$ cat src/rtl/core/ntp_s2c_pkg.sv
// ----------------------------------------------------------------------------
// ntp_s2c_pkg: constants for the NTP seconds to calendar converter
// Calendar constants and fixed-point reciprocals for the constant divides.
// ----------------------------------------------------------------------------
package ntp_s2c_pkg;

    localparam int NUM_STAGES = 12;

    localparam logic [16:0] SECS_PER_DAY   = 17'd86400;
    localparam logic [11:0] SECS_PER_HOUR  = 12'd3600;
    localparam logic [5:0]  SECS_PER_MIN   = 6'd60;
    localparam logic [17:0] DAYS_PER_400Y  = 18'd146097;
    localparam logic [10:0] DAYS_PER_4Y    = 11'd1461;
    localparam logic [7:0]  DAYS_PER_5MON  = 8'd153;
    localparam logic [6:0]  YEARS_PER_CENT = 7'd100;

    localparam logic [21:0] JDN_JAN_1ST_1900 = 22'd2415021;
    localparam logic [21:0] JDN_MARCH_BASE   = 22'd1721119;
    localparam logic [19:0] MARCH_OFFSET     = 20'(JDN_JAN_1ST_1900 - JDN_MARCH_BASE);

    // q = (x * RECIP) >> SHIFT, with SHIFT = input bits + ceil(log2(divisor)),
    // RECIP = ceil(2^SHIFT / divisor); exact over the whole input range.
    localparam int DAY_SHIFT = 35;    // x = seconds >> 7 (25 bits), divisor 675
    localparam logic [25:0] DAY_RECIP =
        26'(((64'd1 << DAY_SHIFT) + 64'd674) / 64'd675);

    localparam int CENT_SHIFT = 40;   // 22-bit input, divisor 146097
    localparam logic [22:0] CENT_RECIP =
        23'(((64'd1 << CENT_SHIFT) + 64'd146096) / 64'd146097);

    localparam int HOUR_SHIFT = 29;   // 17-bit input, divisor 3600
    localparam logic [17:0] HOUR_RECIP =
        18'(((64'd1 << HOUR_SHIFT) + 64'd3599) / 64'd3600);

    localparam int YEAR_SHIFT = 29;   // 18-bit input, divisor 1461
    localparam logic [18:0] YEAR_RECIP =
        19'(((64'd1 << YEAR_SHIFT) + 64'd1460) / 64'd1461);

    localparam int MIN_SHIFT = 18;    // 12-bit input, divisor 60
    localparam logic [12:0] MIN_RECIP =
        13'(((64'd1 << MIN_SHIFT) + 64'd59) / 64'd60);

    localparam int MON_SHIFT = 19;    // 11-bit input, divisor 153
    localparam logic [11:0] MON_RECIP =
        12'(((64'd1 << MON_SHIFT) + 64'd152) / 64'd153);

    localparam int DAY5_SHIFT = 11;   // 8-bit input, divisor 5
    localparam logic [8:0] DAY5_RECIP =
        9'(((64'd1 << DAY5_SHIFT) + 64'd4) / 64'd5);

    localparam logic [3:0] MONTH_WRAP = 4'd10;

endpackage

$ cat src/rtl/core/ntp_seconds_to_calendar.sv
// ----------------------------------------------------------------------------
// ntp_seconds_to_calendar: NTP seconds to Gregorian date and time of day
// Throughput: one request per cycle; a stalled output holds only the stages
// that cannot move, bubbles ahead of it still fill.
// The depth is set by the constant-reciprocal multipliers, each followed by a
// register before its product is used.
// Reset clears the stage valid bits only; the datapath is not reset.
// ----------------------------------------------------------------------------
module ntp_seconds_to_calendar (
    input  logic        clk,
    input  logic        rst_n,
    input  logic        in_valid,
    output logic        in_ready,
    input  logic [31:0] ntp_seconds,
    output logic        out_valid,
    input  logic        out_ready,
    output logic [10:0] year,
    output logic [3:0]  month,
    output logic [4:0]  day_of_month,
    output logic [4:0]  hour,
    output logic [5:0]  minute,
    output logic [5:0]  second
);
    import ntp_s2c_pkg::*;

    logic [NUM_STAGES:1] valid_reg;
    logic [NUM_STAGES:1] stage_en;

    // stage 1
    logic [31:0] s1_sec_reg;
    logic [50:0] s1_prod_reg;
    // stage 2
    logic [31:0] s2_sec_reg;
    logic [15:0] s2_days_reg;
    // stage 3
    logic [16:0] s3_rem_reg;
    logic [21:0] s3_t_reg;
    // stage 4
    logic [16:0] s4_rem_reg;
    logic [21:0] s4_t_reg;
    logic [44:0] s4_pc_reg;
    logic [34:0] s4_ph_reg;
    // stage 5
    logic [4:0]  s5_c_reg;
    logic [17:0] s5_j2_reg;
    logic [4:0]  s5_hour_reg;
    logic [11:0] s5_rem2_reg;
    // stage 6
    logic [4:0]  s6_c_reg;
    logic [17:0] s6_t2_reg;
    logic [36:0] s6_py_reg;
    logic [4:0]  s6_hour_reg;
    logic [11:0] s6_rem2_reg;
    logic [24:0] s6_pm_reg;
    // stage 7
    logic [4:0]  s7_c_reg;
    logic [6:0]  s7_y_reg;
    logic [10:0] s7_d2_reg;
    logic [4:0]  s7_hour_reg;
    logic [5:0]  s7_min_reg;
    logic [5:0]  s7_sec_reg;
    // stage 8
    logic [4:0]  s8_c_reg;
    logic [6:0]  s8_y_reg;
    logic [10:0] s8_t3_reg;
    logic [4:0]  s8_hour_reg;
    logic [5:0]  s8_min_reg;
    logic [5:0]  s8_sec_reg;
    // stage 9
    logic [4:0]  s9_c_reg;
    logic [6:0]  s9_y_reg;
    logic [10:0] s9_t3_reg;
    logic [22:0] s9_pmo_reg;
    logic [4:0]  s9_hour_reg;
    logic [5:0]  s9_min_reg;
    logic [5:0]  s9_sec_reg;
    // stage 10
    logic [4:0]  s10_c_reg;
    logic [6:0]  s10_y_reg;
    logic [3:0]  s10_m_reg;
    logic [7:0]  s10_d4_reg;
    logic [4:0]  s10_hour_reg;
    logic [5:0]  s10_min_reg;
    logic [5:0]  s10_sec_reg;
    // stage 11
    logic [4:0]  s11_c_reg;
    logic [6:0]  s11_y_reg;
    logic [3:0]  s11_m_reg;
    logic [16:0] s11_pd_reg;
    logic [4:0]  s11_hour_reg;
    logic [5:0]  s11_min_reg;
    logic [5:0]  s11_sec_reg;
    // stage 12 (output)
    logic [10:0] s12_year_reg;
    logic [3:0]  s12_month_reg;
    logic [4:0]  s12_day_reg;
    logic [4:0]  s12_hour_reg;
    logic [5:0]  s12_min_reg;
    logic [5:0]  s12_sec_reg;

    // next values
    logic [50:0] s1_prod_next;
    logic [16:0] s3_rem_next;
    logic [19:0] s3_j_next;
    logic [21:0] s3_t_next;
    logic [4:0]  s5_c_next;
    logic [4:0]  s5_hour_next;
    logic [17:0] s5_j2_next;
    logic [11:0] s5_rem2_next;
    logic [17:0] s6_t2_next;
    logic [6:0]  s7_y_next;
    logic [5:0]  s7_min_next;
    logic [10:0] s7_d2_next;
    logic [5:0]  s7_sec_next;
    logic [8:0]  s8_d3_next;
    logic [10:0] s8_t3_next;
    logic [3:0]  s10_m_next;
    logic [7:0]  s10_d4_next;
    logic [8:0]  s11_dp5_next;
    logic        s12_wrap_next;
    logic [10:0] s12_year_next;
    logic [3:0]  s12_month_next;

    // a stage moves when it is empty or the one after it moves
    always_comb
    begin
        stage_en[NUM_STAGES] = !valid_reg[NUM_STAGES] || out_ready;
        for (int k = NUM_STAGES - 1; k >= 1; k--)
        begin
            stage_en[k] = !valid_reg[k] || stage_en[k + 1];
        end
    end

    always_ff @(posedge clk or negedge rst_n)
    begin
        if (!rst_n)
        begin
            valid_reg <= '0;
        end
        else
        begin
            if (stage_en[1])
            begin
                valid_reg[1] <= in_valid;
            end
            for (int k = 2; k <= NUM_STAGES; k++)
            begin
                if (stage_en[k])
                begin
                    valid_reg[k] <= valid_reg[k - 1];
                end
            end
        end
    end

    always_comb
    begin
        s1_prod_next  = 51'(ntp_seconds[31:7]) * 51'(DAY_RECIP);
        s3_rem_next   = 17'(s2_sec_reg - 32'(s2_days_reg) * 32'(SECS_PER_DAY));
        s3_j_next     = 20'(s2_days_reg) + MARCH_OFFSET;
        s3_t_next     = {s3_j_next, 2'b00} - 22'd1;
        s5_c_next     = s4_pc_reg[CENT_SHIFT + 4:CENT_SHIFT];
        s5_hour_next  = s4_ph_reg[HOUR_SHIFT + 4:HOUR_SHIFT];
        s5_j2_next    = 18'(s4_t_reg - 22'(s5_c_next) * 22'(DAYS_PER_400Y));
        s5_rem2_next  = 12'(s4_rem_reg - 17'(s5_hour_next) * 17'(SECS_PER_HOUR));
        s6_t2_next    = {s5_j2_reg[17:2], 2'b11};
        s7_y_next     = s6_py_reg[YEAR_SHIFT + 6:YEAR_SHIFT];
        s7_min_next   = s6_pm_reg[MIN_SHIFT + 5:MIN_SHIFT];
        s7_d2_next    = 11'(s6_t2_reg - 18'(s7_y_next) * 18'(DAYS_PER_4Y));
        s7_sec_next   = 6'(s6_rem2_reg - 12'(s7_min_next) * 12'(SECS_PER_MIN));
        s8_d3_next    = 9'((12'(s7_d2_reg) + 12'd4) >> 2);
        s8_t3_next    = 11'({s8_d3_next, 2'b00}) + 11'(s8_d3_next) - 11'd3;
        s10_m_next    = s9_pmo_reg[MON_SHIFT + 3:MON_SHIFT];
        s10_d4_next   = 8'(s9_t3_reg - 11'(s10_m_next) * 11'(DAYS_PER_5MON));
        s11_dp5_next  = 9'(s10_d4_reg) + 9'd5;
        s12_wrap_next = (s11_m_reg >= MONTH_WRAP);
        s12_year_next = 11'(s11_c_reg) * 11'(YEARS_PER_CENT) + 11'(s11_y_reg)
                        + 11'(s12_wrap_next);
        s12_month_next = s12_wrap_next ? (s11_m_reg - 4'd9) : (s11_m_reg + 4'd3);
    end

    always_ff @(posedge clk)
    begin
        if (stage_en[1])
        begin
            s1_sec_reg  <= ntp_seconds;
            s1_prod_reg <= s1_prod_next;
        end
        if (stage_en[2])
        begin
            s2_sec_reg  <= s1_sec_reg;
            s2_days_reg <= s1_prod_reg[DAY_SHIFT + 15:DAY_SHIFT];
        end
        if (stage_en[3])
        begin
            s3_rem_reg <= s3_rem_next;
            s3_t_reg   <= s3_t_next;
        end
        if (stage_en[4])
        begin
            s4_rem_reg <= s3_rem_reg;
            s4_t_reg   <= s3_t_reg;
            s4_pc_reg  <= 45'(s3_t_reg) * 45'(CENT_RECIP);
            s4_ph_reg  <= 35'(s3_rem_reg) * 35'(HOUR_RECIP);
        end
        if (stage_en[5])
        begin
            s5_c_reg    <= s5_c_next;
            s5_j2_reg   <= s5_j2_next;
            s5_hour_reg <= s5_hour_next;
            s5_rem2_reg <= s5_rem2_next;
        end
        if (stage_en[6])
        begin
            s6_c_reg    <= s5_c_reg;
            s6_t2_reg   <= s6_t2_next;
            s6_py_reg   <= 37'(s6_t2_next) * 37'(YEAR_RECIP);
            s6_hour_reg <= s5_hour_reg;
            s6_rem2_reg <= s5_rem2_reg;
            s6_pm_reg   <= 25'(s5_rem2_reg) * 25'(MIN_RECIP);
        end
        if (stage_en[7])
        begin
            s7_c_reg    <= s6_c_reg;
            s7_y_reg    <= s7_y_next;
            s7_d2_reg   <= s7_d2_next;
            s7_hour_reg <= s6_hour_reg;
            s7_min_reg  <= s7_min_next;
            s7_sec_reg  <= s7_sec_next;
        end
        if (stage_en[8])
        begin
            s8_c_reg    <= s7_c_reg;
            s8_y_reg    <= s7_y_reg;
            s8_t3_reg   <= s8_t3_next;
            s8_hour_reg <= s7_hour_reg;
            s8_min_reg  <= s7_min_reg;
            s8_sec_reg  <= s7_sec_reg;
        end
        if (stage_en[9])
        begin
            s9_c_reg    <= s8_c_reg;
            s9_y_reg    <= s8_y_reg;
            s9_t3_reg   <= s8_t3_reg;
            s9_pmo_reg  <= 23'(s8_t3_reg) * 23'(MON_RECIP);
            s9_hour_reg <= s8_hour_reg;
            s9_min_reg  <= s8_min_reg;
            s9_sec_reg  <= s8_sec_reg;
        end
        if (stage_en[10])
        begin
            s10_c_reg    <= s9_c_reg;
            s10_y_reg    <= s9_y_reg;
            s10_m_reg    <= s10_m_next;
            s10_d4_reg   <= s10_d4_next;
            s10_hour_reg <= s9_hour_reg;
            s10_min_reg  <= s9_min_reg;
            s10_sec_reg  <= s9_sec_reg;
        end
        if (stage_en[11])
        begin
            s11_c_reg    <= s10_c_reg;
            s11_y_reg    <= s10_y_reg;
            s11_m_reg    <= s10_m_reg;
            s11_pd_reg   <= 17'(s11_dp5_next) * 17'(DAY5_RECIP);
            s11_hour_reg <= s10_hour_reg;
            s11_min_reg  <= s10_min_reg;
            s11_sec_reg  <= s10_sec_reg;
        end
        if (stage_en[12])
        begin
            s12_year_reg  <= s12_year_next;
            s12_month_reg <= s12_month_next;
            s12_day_reg   <= s11_pd_reg[DAY5_SHIFT + 4:DAY5_SHIFT];
            s12_hour_reg  <= s11_hour_reg;
            s12_min_reg   <= s11_min_reg;
            s12_sec_reg   <= s11_sec_reg;
        end
    end

    assign in_ready     = stage_en[1];
    assign out_valid    = valid_reg[NUM_STAGES];
    assign year         = s12_year_reg;
    assign month        = s12_month_reg;
    assign day_of_month = s12_day_reg;
    assign hour         = s12_hour_reg;
    assign minute       = s12_min_reg;
    assign second       = s12_sec_reg;

`ifndef NO_ASSERTIONS
    a_accept_enters: assert property (@(posedge clk) disable iff (!rst_n)
        in_valid && in_ready |=> valid_reg[1])
        else $error("accepted request did not enter stage 1");

    a_date_range: assert property (@(posedge clk) disable iff (!rst_n)
        out_valid |-> month >= 4'd1 && month <= 4'd12
                   && day_of_month >= 5'd1 && day_of_month <= 5'd31)
        else $error("month or day out of range");

    a_time_range: assert property (@(posedge clk) disable iff (!rst_n)
        out_valid |-> hour < 5'd24 && minute < 6'd60 && second < 6'd60)
        else $error("time of day out of range");

    a_full_when_blocked: assert property (@(posedge clk) disable iff (!rst_n)
        !in_ready |-> (&valid_reg) && !out_ready)
        else $error("input blocked while pipeline has a bubble");

    a_stall_keeps_item: assert property (@(posedge clk) disable iff (!rst_n)
        valid_reg[NUM_STAGES - 1] && !stage_en[NUM_STAGES]
        |=> valid_reg[NUM_STAGES - 1])
        else $error("item lost in stalled stage");
`endif

endmodule
$ cat config.mk
export PLATFORM = sky130hd
export DESIGN_NAME = ntp_seconds_to_calendar
export DESIGN_NICKNAME = d
export VERILOG_FILES = /design/src/rtl/core/ntp_s2c_pkg.sv /design/src/rtl/core/ntp_seconds_to_calendar.sv
export SDC_FILE = /design/constraint.sdc
export NUM_CORES = 2
export LEC_CHECK = 0
export ABC_AREA = 1
export BUFFER_PORTS_ARGS = -buffer_cell sky130_fd_sc_hd__buf_2
export CORE_ASPECT_RATIO = 0.5
export CORE_MARGIN = 10
export CORE_UTILIZATION = 60
export DETAILED_ROUTE_END_ITERATION = 8
export PLACE_DENSITY = 0.79
export SLEW_MARGIN = 20
export SYNTH_ARGS = -nofsm -noshare
export SYNTH_HDL_FRONTEND = slang
export SYNTH_SLANG_ARGS = --single-unit
$ cat constraint.sdc
create_clock -name clk -period 12.1 [get_ports clk]
set_clock_uncertainty 0.1 [all_clocks]
set_input_delay 1.21 -clock clk [delete_from_list [all_inputs] [get_ports clk]]
set_output_delay 1.21 -clock clk [all_outputs]
set_load 0.005 [all_outputs]
==> summary.txt <==
GRT
  – First-pass GRT wire length: 209 mm
  – Number of global-route vias before repair: ~41000
  – Antenna violations before repair: 0
  – Pin count of the biggest net entering global routing: 43
  – Total GRT Usage: 0.242
  – Grt ovf: 0

Detailed routing
  – Drt initial violations: 2272
  – # DRC: 0
  – Drt wl/cell: about 18 um
  – DR pass1 iterations: 6
  – Via density: 5.38
  – Post-Route WL: roughly 130 mm
  – DR vias: 37900
  – DRT antenna net count: 0

Clock tree
  – Maximum clock path buffer count: 3
  – Max H-tree Level: 2
  – Post-CTS Setup Repair Bufs: 0
  – # clock sinks: roughly 460
  – CTS tree: done
  – Resize count post-CTS: 0
  – Clock Pin Slew Worst Setup and Hold Paths: around 0.070 ns
  – Insertion delay to the later sink of the worst-skew pair: 0.64 ns
  – CTS root buf: clkbuf_16
  – Num CTS Buffers: between 40 and 50
  – CTS Hold Bufs: 0

Die
  – Row cnt: 78
  – Die footprint: 105000 sq um
  – Die extent in x: 449 um
  – Die height: around 230 um
  – Starting Density: 0.608
  – Ports: 75
  – Core box area: 91100 sq um

Timing
  – Tmin final: around 6.5 ns
  – Setup TNS Final: 0 ns
  – RSZ-0062 raised after global routing: no
  – Final Hold Vio Count: 0
  – Worst slew pin tran: approximately 1 ns
  – Final setup vio count: 0
  – Relative slew slack: 0.325
  – Final slew viol count: 0
  – Period utilisation layout: 0.538
  – Max Fclk: ~150 MHz

Synthesis
  – Asr flop ratio synth: 0.0260
  – Leading area contributor after synthesis: ha_1
  – Post-synth top area share: 0.251
  – Most used DFF post-synth: edfxtp_1
  – Avg Synthesized Cell Area: between 9 and 10 sq um
  – Distinct cells, synth: 47
  – Syn Nets: 7404
  – YS warnings: 0
  – Cell count after synthesis: 5645
  – Area of the mapped netlist: 55300 sq um
  – EDFF count, synth: between 400 and 500
  – Yosys reg bits: between 400 and 500
  – Synth area leaders: ha_1 (25%), edfxtp_1 (24%), fa_1 (22%)
  – Seq/Total Area, Yosys: 0.250

Finish
  – Share of cells above drive strength 1: 0.0331
  – Layout area overhead: 6.11%
  – Max reg flops: 18
  – Diodes inserted: 0
  – Nets@finish: between 7000 and 8000

Job
  – Max-cap violation count: 0

Place
  – DP HPWL: 108 mm
  – GPL Wtd Cong: about 1
  – Count of input and output buffers: 74

Min path
  – Hold WC Path Type: flip-flop to flip-flop

Worst setup path
  – Arrival time worst endpoint: 6.73 ns
  – Startpoint Class: flip-flop
  – Crit-path max FO: 7
  – Worst setup path class: flip-flop to flip-flop
  – Worst Path Required: 12.32 ns
  – CP Capture Type: flip-flop

Run status
  – Run status: completed
area by class of cell:
type	instances	area, sq um
Multi-Input combinational cell	3711	36000
Clock buffer	52	1120
Fill cell	7129	32300
Tap cell	1240	1550
Inverter	1470	5520
Clock inverter	25	263
Sequential cell	462	13800
Timing Repair Buffer	83	438
path summary, 6_finish.rpt:
path,start,to,slack [ns],cells after the start
min in group asynchronous,rst_n,valid_reg[3]$_DFFE_PN0P_,0.42,1
setup / recovery,s3_t_reg[9]$_DFFE_PP_,s4_pc_reg[42]$_DFFE_PP_,5.59,19
max in group asynchronous,rst_n,valid_reg[6]$_DFFE_PN0P_,11.14,1
hold / removal,s8_c_reg[0]$_DFFE_PP_,s9_c_reg[0]$_DFFE_PP_,0.30,0
setup reg to reg,s3_t_reg[9]$_DFFE_PP_,s4_pc_reg[42]$_DFFE_PP_,5.59,19
hold reg to reg,s8_c_reg[0]$_DFFE_PP_,s9_c_reg[0]$_DFFE_PP_,0.30,0
through the flow:
stage	util	hold slack (ns)	instances	instance area, sq um	setup WS, ns
CTS	0.645	0.299	7043	58700	5.64
floorplan	-	0.300	5645	55300	5.97
finish	0.645	0.301	7043	58700	5.59
global route	0.645	0.323	7043	58700	5.29
detailed placement	0.629	0.305	6966	57300	5.25
global placement	0.629	0.300	6966	57300	5.23
cells by family after synthesis:
family                   Yosys count  synth area share
AO/OA/AOI/OAI                    474            0.0474
XOR/XNOR                         165            0.0263
adder cells (fa/ha/maj)         1723             0.473
buffers and inverters           1472             0.100
flip-flops                       462             0.250
other                              1         0.0000678
AND/OR/NAND/NOR                 1348             0.104
synthesized netlist by cell type, types with 2 or more instances:
| cell | count |
|---|---|
| inv_1 | 1469 |
| ha_1 | 1108 |
| nand2_1 | 728 |
| fa_1 | 615 |
| edfxtp_1 | 450 |
| nor2_1 | 277 |
| a21oi_1 | 244 |
| nand3_1 | 186 |
| o21ai_0 | 128 |
| xor2_1 | 94 |
| xnor2_1 | 70 |
| nand4_1 | 53 |
| nor3_1 | 32 |
| o21bai_1 | 27 |
| a21o_1 | 25 |
| nor4_1 | 15 |
| dfrtp_1 | 12 |
| nand2_2 | 12 |
| a31oi_1 | 10 |
| o211ai_1 | 10 |
| a21boi_0 | 9 |
| nand3b_1 | 9 |
| or2_2 | 9 |
| nand3_2 | 6 |
| nor2_4 | 6 |
| o31ai_1 | 6 |
| o21a_1 | 5 |
| a221oi_1 | 3 |
| and2_1 | 3 |
| and3_1 | 3 |
| nor2_2 | 3 |
| a211oi_1 | 2 |
| nor3_2 | 2 |
critical path: stages, from the launching register on:
cell,delay [ns]
edfxtp_1,0.65
inv_1,0.30
fa_1,0.57
inv_1,0.05
fa_1,0.50
inv_1,0.06
fa_1,0.52
fa_1,0.56
inv_1,0.07
fa_1,0.52
fa_1,0.49
ha_1,0.31
ha_1,0.32
nand2_1,0.09
inv_1,0.07
nand2_1,0.07
nor4_1,0.45
nand3_1,0.21
nand4_1,0.14
nand2_1,0.16
cells in the final DEF, fill, tap and decap left out, drive strengths merged, types with 5 or more instances in the layout:
cell	netlist	layout
a21o	25	25
nand4	54	54
o21a	5	5
clkbuf	0	52
clkinvlp	0	5
nand3b	9	9
a31oi	10	10
a21oi	245	245
o21ai	129	129
buf	2	83
nor4	15	15
a21boi	9	9
dfrtp	12	12
fa	615	615
ha	1108	1108
inv	1470	1476
clkinv	0	12
or2	10	10
nor3	34	34
o21bai	27	27
xnor2	70	70
nand3	192	192
o31ai	6	6
xor2	95	95
edfxtp	450	450
o211ai	10	10
nor2	286	286
nand2	740	740
metal layers:
layer	GRT usage	wire length, um
met1	0.295	52500
met2	0.436	63300
met3	0.0299	5120
met4	0.0939	5630
met5	0	0
Power is left out: the tool's default activity adds up to more than one toggle a clock period on the data nets, which glitch-free logic cannot reach.
